$ cat config.mk
export PLATFORM = sky130hd
export DESIGN_NAME = json_string_unescape_utf8_top_flat
export DESIGN_NICKNAME = d
export VERILOG_FILES = /design/src/rtl/jsu_pkg.sv /design/src/rtl/jsu_if.sv /design/src/rtl/jsu_decode.sv /design/src/rtl/jsu_serial.sv /design/src/rtl/json_string_unescape_utf8_top.sv /design/src/flat_wrapper.sv
export SDC_FILE = /design/constraint.sdc
export NUM_CORES = 1
export LEC_CHECK = 0
export ABC_AREA = 1
export BUFFER_PORTS_ARGS = -buffer_cell sky130_fd_sc_hd__buf_2
export CAP_MARGIN = 20
export CORE_MARGIN = 8
export CORE_UTILIZATION = 40
export CTS_CLUSTER_DIAMETER = 50
export DETAILED_ROUTE_END_ITERATION = 8
export PLACE_DENSITY = 0.59
export SLEW_MARGIN = 20
export SYNTH_ARGS = -nofsm -noshare
export SYNTH_HDL_FRONTEND = slang
export SYNTH_SLANG_ARGS = --single-unit
$ cat constraint.sdc
create_clock -name clk -period 3.1 [get_ports clk]
set_input_delay 0.31 -clock clk [delete_from_list [all_inputs] [get_ports clk]]
set_output_delay 0.31 -clock clk [all_outputs]
set_load 0.02 [all_outputs]
$ cat src/rtl/jsu_pkg.sv
// ----------------------------------------------------------------------------
// jsu_pkg
// shared types, codes and helpers of the json string unescaper
// ----------------------------------------------------------------------------
package jsu_pkg;

    typedef enum logic [6:0] {
        MODE_IDLE    = 7'b0000001,
        MODE_STR     = 7'b0000010,
        MODE_ESC     = 7'b0000100,
        MODE_HEX     = 7'b0001000,
        MODE_SUR_BS  = 7'b0010000,
        MODE_SUR_U   = 7'b0100000,
        MODE_LOW_HEX = 7'b1000000
    } mode_t;

    localparam logic [1:0] ST_DATA = 2'd0;
    localparam logic [1:0] ST_DONE = 2'd1;
    localparam logic [1:0] ST_BAD  = 2'd2;

    localparam logic [7:0] CH_QUOTE = 8'h22;
    localparam logic [7:0] CH_BSLASH = 8'h5c;
    localparam logic [7:0] CH_SLASH = 8'h2f;
    localparam logic [7:0] CH_SPACE = 8'h20;
    localparam logic [7:0] CH_TAB = 8'h09;
    localparam logic [7:0] CH_LF = 8'h0a;
    localparam logic [7:0] CH_CR = 8'h0d;
    localparam logic [7:0] CH_FF = 8'h0c;
    localparam logic [7:0] CH_BS = 8'h08;
    localparam logic [7:0] CH_LC_B = 8'h62;
    localparam logic [7:0] CH_LC_F = 8'h66;
    localparam logic [7:0] CH_LC_N = 8'h6e;
    localparam logic [7:0] CH_LC_R = 8'h72;
    localparam logic [7:0] CH_LC_T = 8'h74;
    localparam logic [7:0] CH_LC_U = 8'h75;

    localparam logic [5:0]  HI_SUR_TAG = 6'b110110;
    localparam logic [5:0]  LO_SUR_TAG = 6'b110111;
    localparam logic [10:0] PLANE_OFFSET = 11'h040;

    // one group of results caused by a single input beat
    typedef struct packed {
        logic [1:0]      status;
        logic [1:0]      last_idx;
        logic [3:0][7:0] data;
    } grp_t;

    // {ok, value}
    function automatic logic [4:0] hex_digit(input logic [7:0] c);
        logic [4:0] r;
        r = 5'd0;
        if (c >= 8'h30 && c <= 8'h39)
            r = {1'b1, 4'(c - 8'h30)};
        else if (c >= 8'h61 && c <= 8'h66)
            r = {1'b1, 4'(c - 8'h57)};
        else if (c >= 8'h41 && c <= 8'h46)
            r = {1'b1, 4'(c - 8'h37)};
        return r;
    endfunction

    function automatic grp_t utf8_bmp(input logic [15:0] cp);
        grp_t g;
        g = '0;
        g.status = ST_DATA;
        if (cp[15:7] == 9'd0) begin
            g.last_idx = 2'd0;
            g.data[0]  = {1'b0, cp[6:0]};
        end
        else if (cp[15:11] == 5'd0) begin
            g.last_idx = 2'd1;
            g.data[0]  = {3'b110, cp[10:6]};
            g.data[1]  = {2'b10, cp[5:0]};
        end
        else begin
            g.last_idx = 2'd2;
            g.data[0]  = {4'b1110, cp[15:12]};
            g.data[1]  = {2'b10, cp[11:6]};
            g.data[2]  = {2'b10, cp[5:0]};
        end
        return g;
    endfunction

    function automatic grp_t utf8_pair(input logic [20:0] cp);
        grp_t g;
        g = '0;
        g.status   = ST_DATA;
        g.last_idx = 2'd3;
        g.data[0]  = {5'b11110, cp[20:18]};
        g.data[1]  = {2'b10, cp[17:12]};
        g.data[2]  = {2'b10, cp[11:6]};
        g.data[3]  = {2'b10, cp[5:0]};
        return g;
    endfunction

endpackage

$ cat src/rtl/jsu_if.sv
// ----------------------------------------------------------------------------
// jsu_if
// valid/ready channels for raw text beats and decoded result beats
// ----------------------------------------------------------------------------
interface jsu_in_if;
    logic       valid;
    logic       ready;
    logic [7:0] in_byte;
    logic       final_byte;

    modport source (output valid, output in_byte, output final_byte, input ready);
    modport sink (input valid, input in_byte, input final_byte, output ready);
endinterface

interface jsu_out_if;
    logic       valid;
    logic       ready;
    logic [7:0] out_byte;
    logic [1:0] status;
    logic       last_of_run;

    modport source (output valid, output out_byte, output status, output last_of_run,
                    input ready);
    modport sink (input valid, input out_byte, input status, input last_of_run,
                  output ready);
endinterface

$ cat src/rtl/jsu_decode.sv
// ----------------------------------------------------------------------------
// jsu_decode
// decode state machine: one text beat in, at most one result group out
// ----------------------------------------------------------------------------
module jsu_decode
    import jsu_pkg::*;
(
    input  logic       clk,
    input  logic       rst_n,
    input  logic       accept,
    input  logic [7:0] in_byte,
    input  logic       final_byte,
    output logic       emit,
    output grp_t       grp
);

    mode_t       mode_reg, mode_next;
    logic [15:0] acc_reg, acc_next;
    logic [1:0]  cnt_reg, cnt_next;
    logic [9:0]  hs_reg, hs_next;

    logic        bad;
    logic        done;
    logic        ws;
    logic        emit_data;
    logic [4:0]  hd;
    logic [15:0] acc_shift;
    logic [10:0] pair_hi;
    grp_t        data_grp;

    always_comb
    begin
        mode_next = mode_reg;
        acc_next  = acc_reg;
        cnt_next  = cnt_reg;
        hs_next   = hs_reg;
        bad       = 1'b0;
        done      = 1'b0;
        ws        = 1'b0;
        emit_data = 1'b0;
        data_grp  = '0;
        hd        = hex_digit(in_byte);
        acc_shift = {acc_reg[11:0], hd[3:0]};
        pair_hi   = {1'b0, hs_reg} + PLANE_OFFSET;

        case (mode_reg)
            MODE_IDLE:
            begin
                if (in_byte == CH_QUOTE)
                    mode_next = MODE_STR;
                else if (in_byte == CH_SPACE || in_byte == CH_TAB ||
                         in_byte == CH_LF || in_byte == CH_CR)
                    ws = 1'b1;
                else
                    bad = 1'b1;
            end
            MODE_STR:
            begin
                if (in_byte == CH_QUOTE)
                begin
                    done      = 1'b1;
                    mode_next = MODE_IDLE;
                end
                else if (in_byte < CH_SPACE)
                    bad = 1'b1;
                else if (in_byte == CH_BSLASH)
                    mode_next = MODE_ESC;
                else
                begin
                    emit_data        = 1'b1;
                    data_grp.data[0] = in_byte;
                end
            end
            MODE_ESC:
            begin
                mode_next = MODE_STR;
                emit_data = 1'b1;
                case (in_byte)
                    CH_QUOTE, CH_BSLASH, CH_SLASH: data_grp.data[0] = in_byte;
                    CH_LC_B: data_grp.data[0] = CH_BS;
                    CH_LC_F: data_grp.data[0] = CH_FF;
                    CH_LC_N: data_grp.data[0] = CH_LF;
                    CH_LC_R: data_grp.data[0] = CH_CR;
                    CH_LC_T: data_grp.data[0] = CH_TAB;
                    CH_LC_U:
                    begin
                        emit_data = 1'b0;
                        mode_next = MODE_HEX;
                        acc_next  = '0;
                        cnt_next  = '0;
                    end
                    default:
                    begin
                        emit_data = 1'b0;
                        bad       = 1'b1;
                    end
                endcase
            end
            MODE_HEX, MODE_LOW_HEX:
            begin
                if (!hd[4])
                    bad = 1'b1;
                else
                begin
                    acc_next = acc_shift;
                    if (cnt_reg != 2'd3)
                        cnt_next = cnt_reg + 2'd1;
                    else
                    begin
                        cnt_next = '0;
                        if (mode_reg == MODE_HEX)
                        begin
                            if (acc_shift[15:10] == HI_SUR_TAG)
                            begin
                                hs_next   = acc_shift[9:0];
                                mode_next = MODE_SUR_BS;
                            end
                            else if (acc_shift[15:10] == LO_SUR_TAG)
                                bad = 1'b1;
                            else
                            begin
                                emit_data = 1'b1;
                                data_grp  = utf8_bmp(acc_shift);
                                mode_next = MODE_STR;
                            end
                        end
                        else if (acc_shift[15:10] != LO_SUR_TAG)
                            bad = 1'b1;
                        else
                        begin
                            emit_data = 1'b1;
                            data_grp  = utf8_pair({pair_hi[10:0], acc_shift[9:0]});
                            mode_next = MODE_STR;
                        end
                    end
                end
            end
            MODE_SUR_BS:
            begin
                if (in_byte == CH_BSLASH)
                    mode_next = MODE_SUR_U;
                else
                    bad = 1'b1;
            end
            MODE_SUR_U:
            begin
                if (in_byte == CH_LC_U)
                begin
                    mode_next = MODE_LOW_HEX;
                    acc_next  = '0;
                    cnt_next  = '0;
                end
                else
                    bad = 1'b1;
            end
            default:
                bad = 1'b1;
        endcase

        // text ends with a string still open, or ends on whitespace outside a string
        if (final_byte && !bad && !done && (mode_next != MODE_IDLE || ws))
            bad = 1'b1;

        if (bad)
        begin
            mode_next = MODE_IDLE;
            acc_next  = '0;
            cnt_next  = '0;
            hs_next   = '0;
        end

        grp = data_grp;
        if (bad || done)
        begin
            grp        = '0;
            grp.status = bad ? ST_BAD : ST_DONE;
        end
        emit = bad || done || emit_data;
    end

    always_ff @(posedge clk or negedge rst_n)
    begin
        if (!rst_n)
        begin
            mode_reg <= MODE_IDLE;
            acc_reg  <= '0;
            cnt_reg  <= '0;
            hs_reg   <= '0;
        end
        else if (accept)
        begin
            mode_reg <= mode_next;
            acc_reg  <= acc_next;
            cnt_reg  <= cnt_next;
            hs_reg   <= hs_next;
        end
    end

endmodule

$ cat src/rtl/jsu_serial.sv
// ----------------------------------------------------------------------------
// jsu_serial
// result register: holds one group and, while the result port is ready, sends its beats one per cycle
// ----------------------------------------------------------------------------
module jsu_serial
    import jsu_pkg::*;
(
    input  logic        clk,
    input  logic        rst_n,
    input  logic        load,
    input  grp_t        grp,
    output logic        space,
    jsu_out_if.source   res
);

    grp_t       grp_reg;
    logic       vld_reg;
    logic [1:0] idx_reg;
    logic       take;
    logic       last;

    assign last            = (idx_reg == grp_reg.last_idx);
    assign take            = vld_reg && res.ready;
    assign space           = !vld_reg || (take && last);
    assign res.valid       = vld_reg;
    assign res.out_byte    = grp_reg.data[idx_reg];
    assign res.status      = grp_reg.status;
    assign res.last_of_run = last;

    always_ff @(posedge clk)
    begin
        if (load)
            grp_reg <= grp;
    end

    always_ff @(posedge clk or negedge rst_n)
    begin
        if (!rst_n)
        begin
            vld_reg <= 1'b0;
            idx_reg <= '0;
        end
        else if (load)
        begin
            vld_reg <= 1'b1;
            idx_reg <= '0;
        end
        else if (take)
        begin
            if (last)
                vld_reg <= 1'b0;
            else
                idx_reg <= idx_reg + 2'd1;
        end
    end

endmodule

$ cat src/rtl/json_string_unescape_utf8_top.sv
// ----------------------------------------------------------------------------
// json_string_unescape_utf8_top
// json string literal unescaper producing utf-8, taking, unless held by its result port, one text beat per cycle
// ----------------------------------------------------------------------------
// first result of a beat is offered the cycle after the beat is taken
// throughput: one text beat per cycle while each beat gives at most one result and the result port is ready
// a beat giving k results (k up to 4) holds the input until the single result port
// takes the last of them from the result register
// reset: decoder goes idle with hex state cleared, result register empties
module json_string_unescape_utf8_top
    import jsu_pkg::*;
(
    input  logic       clk,
    input  logic       rst_n,
    jsu_in_if.sink     byte_ch,
    jsu_out_if.source  result_ch
);

    logic accept;
    logic emit;
    logic space;
    grp_t grp;

    assign byte_ch.ready = space;
    assign accept        = byte_ch.valid && space;

    jsu_decode u_decode (
        .clk        (clk),
        .rst_n      (rst_n),
        .accept     (accept),
        .in_byte    (byte_ch.in_byte),
        .final_byte (byte_ch.final_byte),
        .emit       (emit),
        .grp        (grp)
    );

    jsu_serial u_serial (
        .clk   (clk),
        .rst_n (rst_n),
        .load  (accept && emit),
        .grp   (grp),
        .space (space),
        .res   (result_ch)
    );

    a_status_single: assert property (@(posedge clk) disable iff (!rst_n)
        result_ch.valid && result_ch.status != ST_DATA |-> result_ch.last_of_run)
        else $error("done or malformed result not last of its run");

    a_status_code: assert property (@(posedge clk) disable iff (!rst_n)
        result_ch.valid |-> (result_ch.status == ST_DATA ||
                             result_ch.status == ST_DONE ||
                             result_ch.status == ST_BAD))
        else $error("unknown status code");

    a_ready_free: assert property (@(posedge clk) disable iff (!rst_n)
        byte_ch.ready |-> (!result_ch.valid ||
                           (result_ch.ready && result_ch.last_of_run)))
        else $error("input ready while a group is still draining");

    a_run_continues: assert property (@(posedge clk) disable iff (!rst_n)
        result_ch.valid && result_ch.ready && !result_ch.last_of_run
        |=> result_ch.valid && result_ch.status == ST_DATA && !byte_ch.ready ||
            result_ch.valid && result_ch.status == ST_DATA && result_ch.ready &&
            result_ch.last_of_run)
        else $error("multi-beat run broken");

endmodule
$ cat src/flat_wrapper.sv
// flat-port wrapper written by rule: the top's interface ports become plain ports
module json_string_unescape_utf8_top_flat import jsu_pkg::*;
  (clk, rst_n, byte_ch_valid, byte_ch_in_byte, byte_ch_final_byte, byte_ch_ready, result_ch_valid, result_ch_out_byte, result_ch_status, result_ch_last_of_run, result_ch_ready);
  jsu_in_if byte_ch_i ();
  jsu_out_if result_ch_i ();
  input  logic clk;
  input  logic rst_n;
  input wire logic [$bits(byte_ch_i.valid)-1:0] byte_ch_valid;
  input wire logic [$bits(byte_ch_i.in_byte)-1:0] byte_ch_in_byte;
  input wire logic [$bits(byte_ch_i.final_byte)-1:0] byte_ch_final_byte;
  output wire logic [$bits(byte_ch_i.ready)-1:0] byte_ch_ready;
  output wire logic [$bits(result_ch_i.valid)-1:0] result_ch_valid;
  output wire logic [$bits(result_ch_i.out_byte)-1:0] result_ch_out_byte;
  output wire logic [$bits(result_ch_i.status)-1:0] result_ch_status;
  output wire logic [$bits(result_ch_i.last_of_run)-1:0] result_ch_last_of_run;
  input wire logic [$bits(result_ch_i.ready)-1:0] result_ch_ready;
  assign byte_ch_i.valid = byte_ch_valid;
  assign byte_ch_i.in_byte = byte_ch_in_byte;
  assign byte_ch_i.final_byte = byte_ch_final_byte;
  assign byte_ch_ready = byte_ch_i.ready;
  assign result_ch_valid = result_ch_i.valid;
  assign result_ch_out_byte = result_ch_i.out_byte;
  assign result_ch_status = result_ch_i.status;
  assign result_ch_last_of_run = result_ch_i.last_of_run;
  assign result_ch_i.ready = result_ch_ready;
  json_string_unescape_utf8_top u_core (.clk(clk), .rst_n(rst_n), .byte_ch(byte_ch_i), .result_ch(result_ch_i));
endmodule
==> flow_summary_export.csv <==
group,metric,value,unit
final_layout,largest_reg_flops,30,
run_status,status,"finished clean",
placed_design,gp_congestion,0.943,
die,io_pins,26,
placed_design,pre_cts_slack,0.317,ns
power_and_ir_drop,power_per_cell_area,576,nW/um^2
final_layout,num_antenna_cells,0,
routing,routedWlPerCell,15.7,um
timing,finClkSkew,0.0105,ns
routing,vias_per_cell,5.30,
synth,synth.area.mux_share,0,%
synth,ys_warn_count,0,
timing,finalHoldViolCount,0,
power_and_ir_drop,p_total,2980,uW
power_and_ir_drop,p_leak,0.00231,uW
synth,ys.flop_type,"dfrtp_1",
die,dieArea,15100,um^2
power_and_ir_drop,clkPwrFrac,35.0,%
global_route,grtUsageTotal,17.8,%
synth,postSynthNetCount,670,
critical_path,cp-start-kind,"flop",
clock_tree,htreeDepth,3,
routing,ant_nets,0,
timing,fin_crit_sh,86.0,%
clock_tree,cts_buffer_depth,2,
synth,synth-simple-area-share,34.2,%
timing,timing.final.setup_violations,0,
clock_tree,cts.hold.buffers_added,0,
synth,synth_top_family_by_area,"simple AND/OR/NAND/NOR gates",
clock_tree,clkSlewWorstSetupHoldPaths,0.06,ns
routing,dr.pass1.iters,6,
power_and_ir_drop,vdd_drop_max,385,uV
synth,synth_edf_count,32,
worst_hold_path,hp-class,"in -> async",
final_layout,num-nets-final,695,
synth,synth_area,4590,um^2
timing,fmax,375,MHz
clock_tree,cts_tree,"done",
final_layout,fin_cells,824,
clock_tree,post_cts_buffers,0,
global_route,grt_pass1_vias,4171,
placed_design,place_hpwl,9720,um
die,row_count,39,
power_and_ir_drop,switching_share,35.4,%
die,initial_core_util,40.5,%
routing,drt_iter0_markers,416,
clock_tree,cts_resized,0,
die,chipHeight,123,um
synth,async_flop_share,51.5,%
final_layout,final_cell_area,5170,um^2
synth,avgSynthCellArea,7.05,um^2
clock_tree,worstSkewPairLatency,0.34,ns
critical_path,critPathMaxFanout,8,
clock_tree,cts.sinks,66,
power_and_ir_drop,p_comb_share,27.9,%
global_route,grt_antenna_before_repair,0,
power_and_ir_drop,pwr-share-seq,37.1,%
die,die_w,123,um
timing,relSlewSlack,44.8,%
global_route,grt_first_pass_wirelength,21200,um
timing,tightest_slew,0.827,ns
critical_path,critPathCaptureType,"flop",
timing,rsz0062_at_grt,"false",
clock_tree,root_buffer,"clkbuf_16",
final_layout,syn_to_final_growth,12.8,%
power_and_ir_drop,p_int,1920,uW
global_route,gr-total-overflow,0,
placed_design,dpl.cell_count,808,
final_layout,fill_cells,1161,
critical_path,worstPathArrival,2.80,ns
routing,drc,0,
routing,vias,4370,
synth,yosysSeqAreaShare,39.5,%
clock_tree,cts_made_buffers,9,
synth,ys_ff_latch,66,
synth,synth-adder-area-share,1.64,%
synth,synth_xor_area_share,1.53,%
placed_design,placed_cell_area,4870,um^2
timing,fin_ws,0.435,ns
timing,setup_tns,0,ns
synth,synthCells,651,
job,maxCapViolations,0,
power_and_ir_drop,p_sw,1060,uW
timing,slew_viol_final,0,
global_route,grt_max_degree,35,
critical_path,critPathKind,"reg -> reg",
routing,wl,13000,um
synth,synth_compound_area_share,14.0,%
placed_design,io_buffers,25,
synth,ys_types,41,
die,core_area,11300,um^2
critical_path,required,3.23,ns
final_layout,drive_gt1_share,13.7,%
timing,fin_crit,2.66,ns
==> cells in the final DEF, fill, tap and decap left out, types with 8 or more instances in the layout <==
master	instances
a21oi_1	33
buf_2	25
buf_4	12
clkbuf_16	9
dfrtp_1	33
edfxtp_1	32
inv_1	63
inv_2	10
nand2_1	171
nand3_1	48
nand4_1	20
nor2_1	91
o21ai_0	46
o22ai_1	8
==> routing by layer <==
| metal | vias to the layer above | wire length (um) | GRT usage (%) |
|---|---|---|---|
| met2 | 147 | 6050 | 29.1 |
| li1 | 2209 | - | - |
| met5 | - | 0 | 0 |
| met4 | 0 | 203 | 7.00 |
| met1 | 1998 | 5920 | 23.5 |
| met3 | 16 | 803 | 2.24 |
==> cells in the mapped netlist (6+ instances only) <==
cell / instances / area share (%)
nand4_1: 20 / 2.7
nor3_1: 6 / 0.65
o21ai_1: 7 / 0.76
nand2_1: 171 / 14
clkbuf_1: 7 / 0.57
o22ai_1: 8 / 1.1
inv_1: 63 / 5.2
nand3_1: 48 / 5.2
buf_4: 9 / 1.5
o21ai_0: 46 / 5.0
inv_2: 10 / 0.82
a21oi_1: 33 / 3.6
nor2_4: 6 / 1.5
dfrtp_1: 33 / 18
nor2_1: 91 / 7.4
edfxtp_1: 32 / 21
o21ai_2: 6 / 1.1
ha_1: 6 / 1.6
==> through the flow <==
| stage | util, % | hold slack (ns) |
|---|---|---|
| 3_3_place_gp | 43.0 | 0.454 |
| 6_report | 45.7 | 0.0625 |
| 4_1_cts | 45.7 | 0.101 |
| 2_1_floorplan | - | 0.0144 |
| 5_1_grt | 45.7 | 0.141 |
| 3_5_place_dp | 43.0 | 0.452 |
==> final timing paths <==
| kind | slack (ns) | start | cells after the start | endpoint |
|---|---|---|---|---|
| max | 0.44 | u_core.u_decode.mode_reg[6]$_DFFE_PN0P_ | 13 | u_core.u_serial.grp_reg[10]$_SDFFCE_PP0P_ |
| min | 0.06 | rst_n | 1 | u_core.u_serial.idx_reg[0]$_DFFE_PN0P_ |
| max reg2reg | 0.44 | u_core.u_decode.mode_reg[6]$_DFFE_PN0P_ | 13 | u_core.u_serial.grp_reg[10]$_SDFFCE_PP0P_ |
| min reg2reg | 0.48 | u_core.u_decode.hs_reg[4]$_DFFE_PN0P_ | 2 | u_core.u_decode.hs_reg[4]$_DFFE_PN0P_ |
| max in group asynchronous | 2.50 | rst_n | 1 | u_core.u_decode.hs_reg[8]$_DFFE_PN0P_ |
| min in group clk | 0.39 | result_ch_ready | 5 | u_core.u_serial.idx_reg[0]$_DFFE_PN0P_ |
==> layout make-up <==
cell class | count | area [um^2] | area share (%)
Clock inverter | 7 | 77.6 | 1.50
Clock buffer | 9 | 225 | 4.35
Multi-Input combinational cell | 486 | 2360 | 45.6
Timing Repair Buffer | 38 | 235 | 4.55
Inverter | 75 | 284 | 5.49
Sequential cell | 66 | 1810 | 35.0
Tap cell | 143 | 179 | 3.46
==> power groups by stage <==
stage / combinational, uW / clock (uW) / sequential [uW]
floorplan: 577 / 0 / 1100
global placement: 833 / 0 / 1120
detailed placement: 843 / 0 / 1120
CTS: 844 / 1060 / 1110
global route: 919 / 1090 / 1120
finish: 832 / 1040 / 1110
==> critical path, stage by stage (launching register included) <==
cell     delay [ns]
dfrtp_1        0.45
inv_2          0.11
nand2_1        0.09
nor2_4         0.13
nand2_2        0.15
nand2_2        0.19
nor2_1         0.08
a21oi_1        0.18
nand3_2        0.12
nor2_4         0.12
nand2_2        0.13
nor2_4         0.23
nand2_1        0.18
a21oi_1        0.29
==> kinds of logic (layout without fill, tap and decap cells) <==
group / Yosys count / after routing
buf+inv: 99 / 129
compound gates: 113 / 113
simple gates: 359 / 359
flops: 66 / 66
fa+ha+maj: 6 / 6
xor+xnor: 8 / 8
No activity file was read; power rests on OpenSTA's default activity.
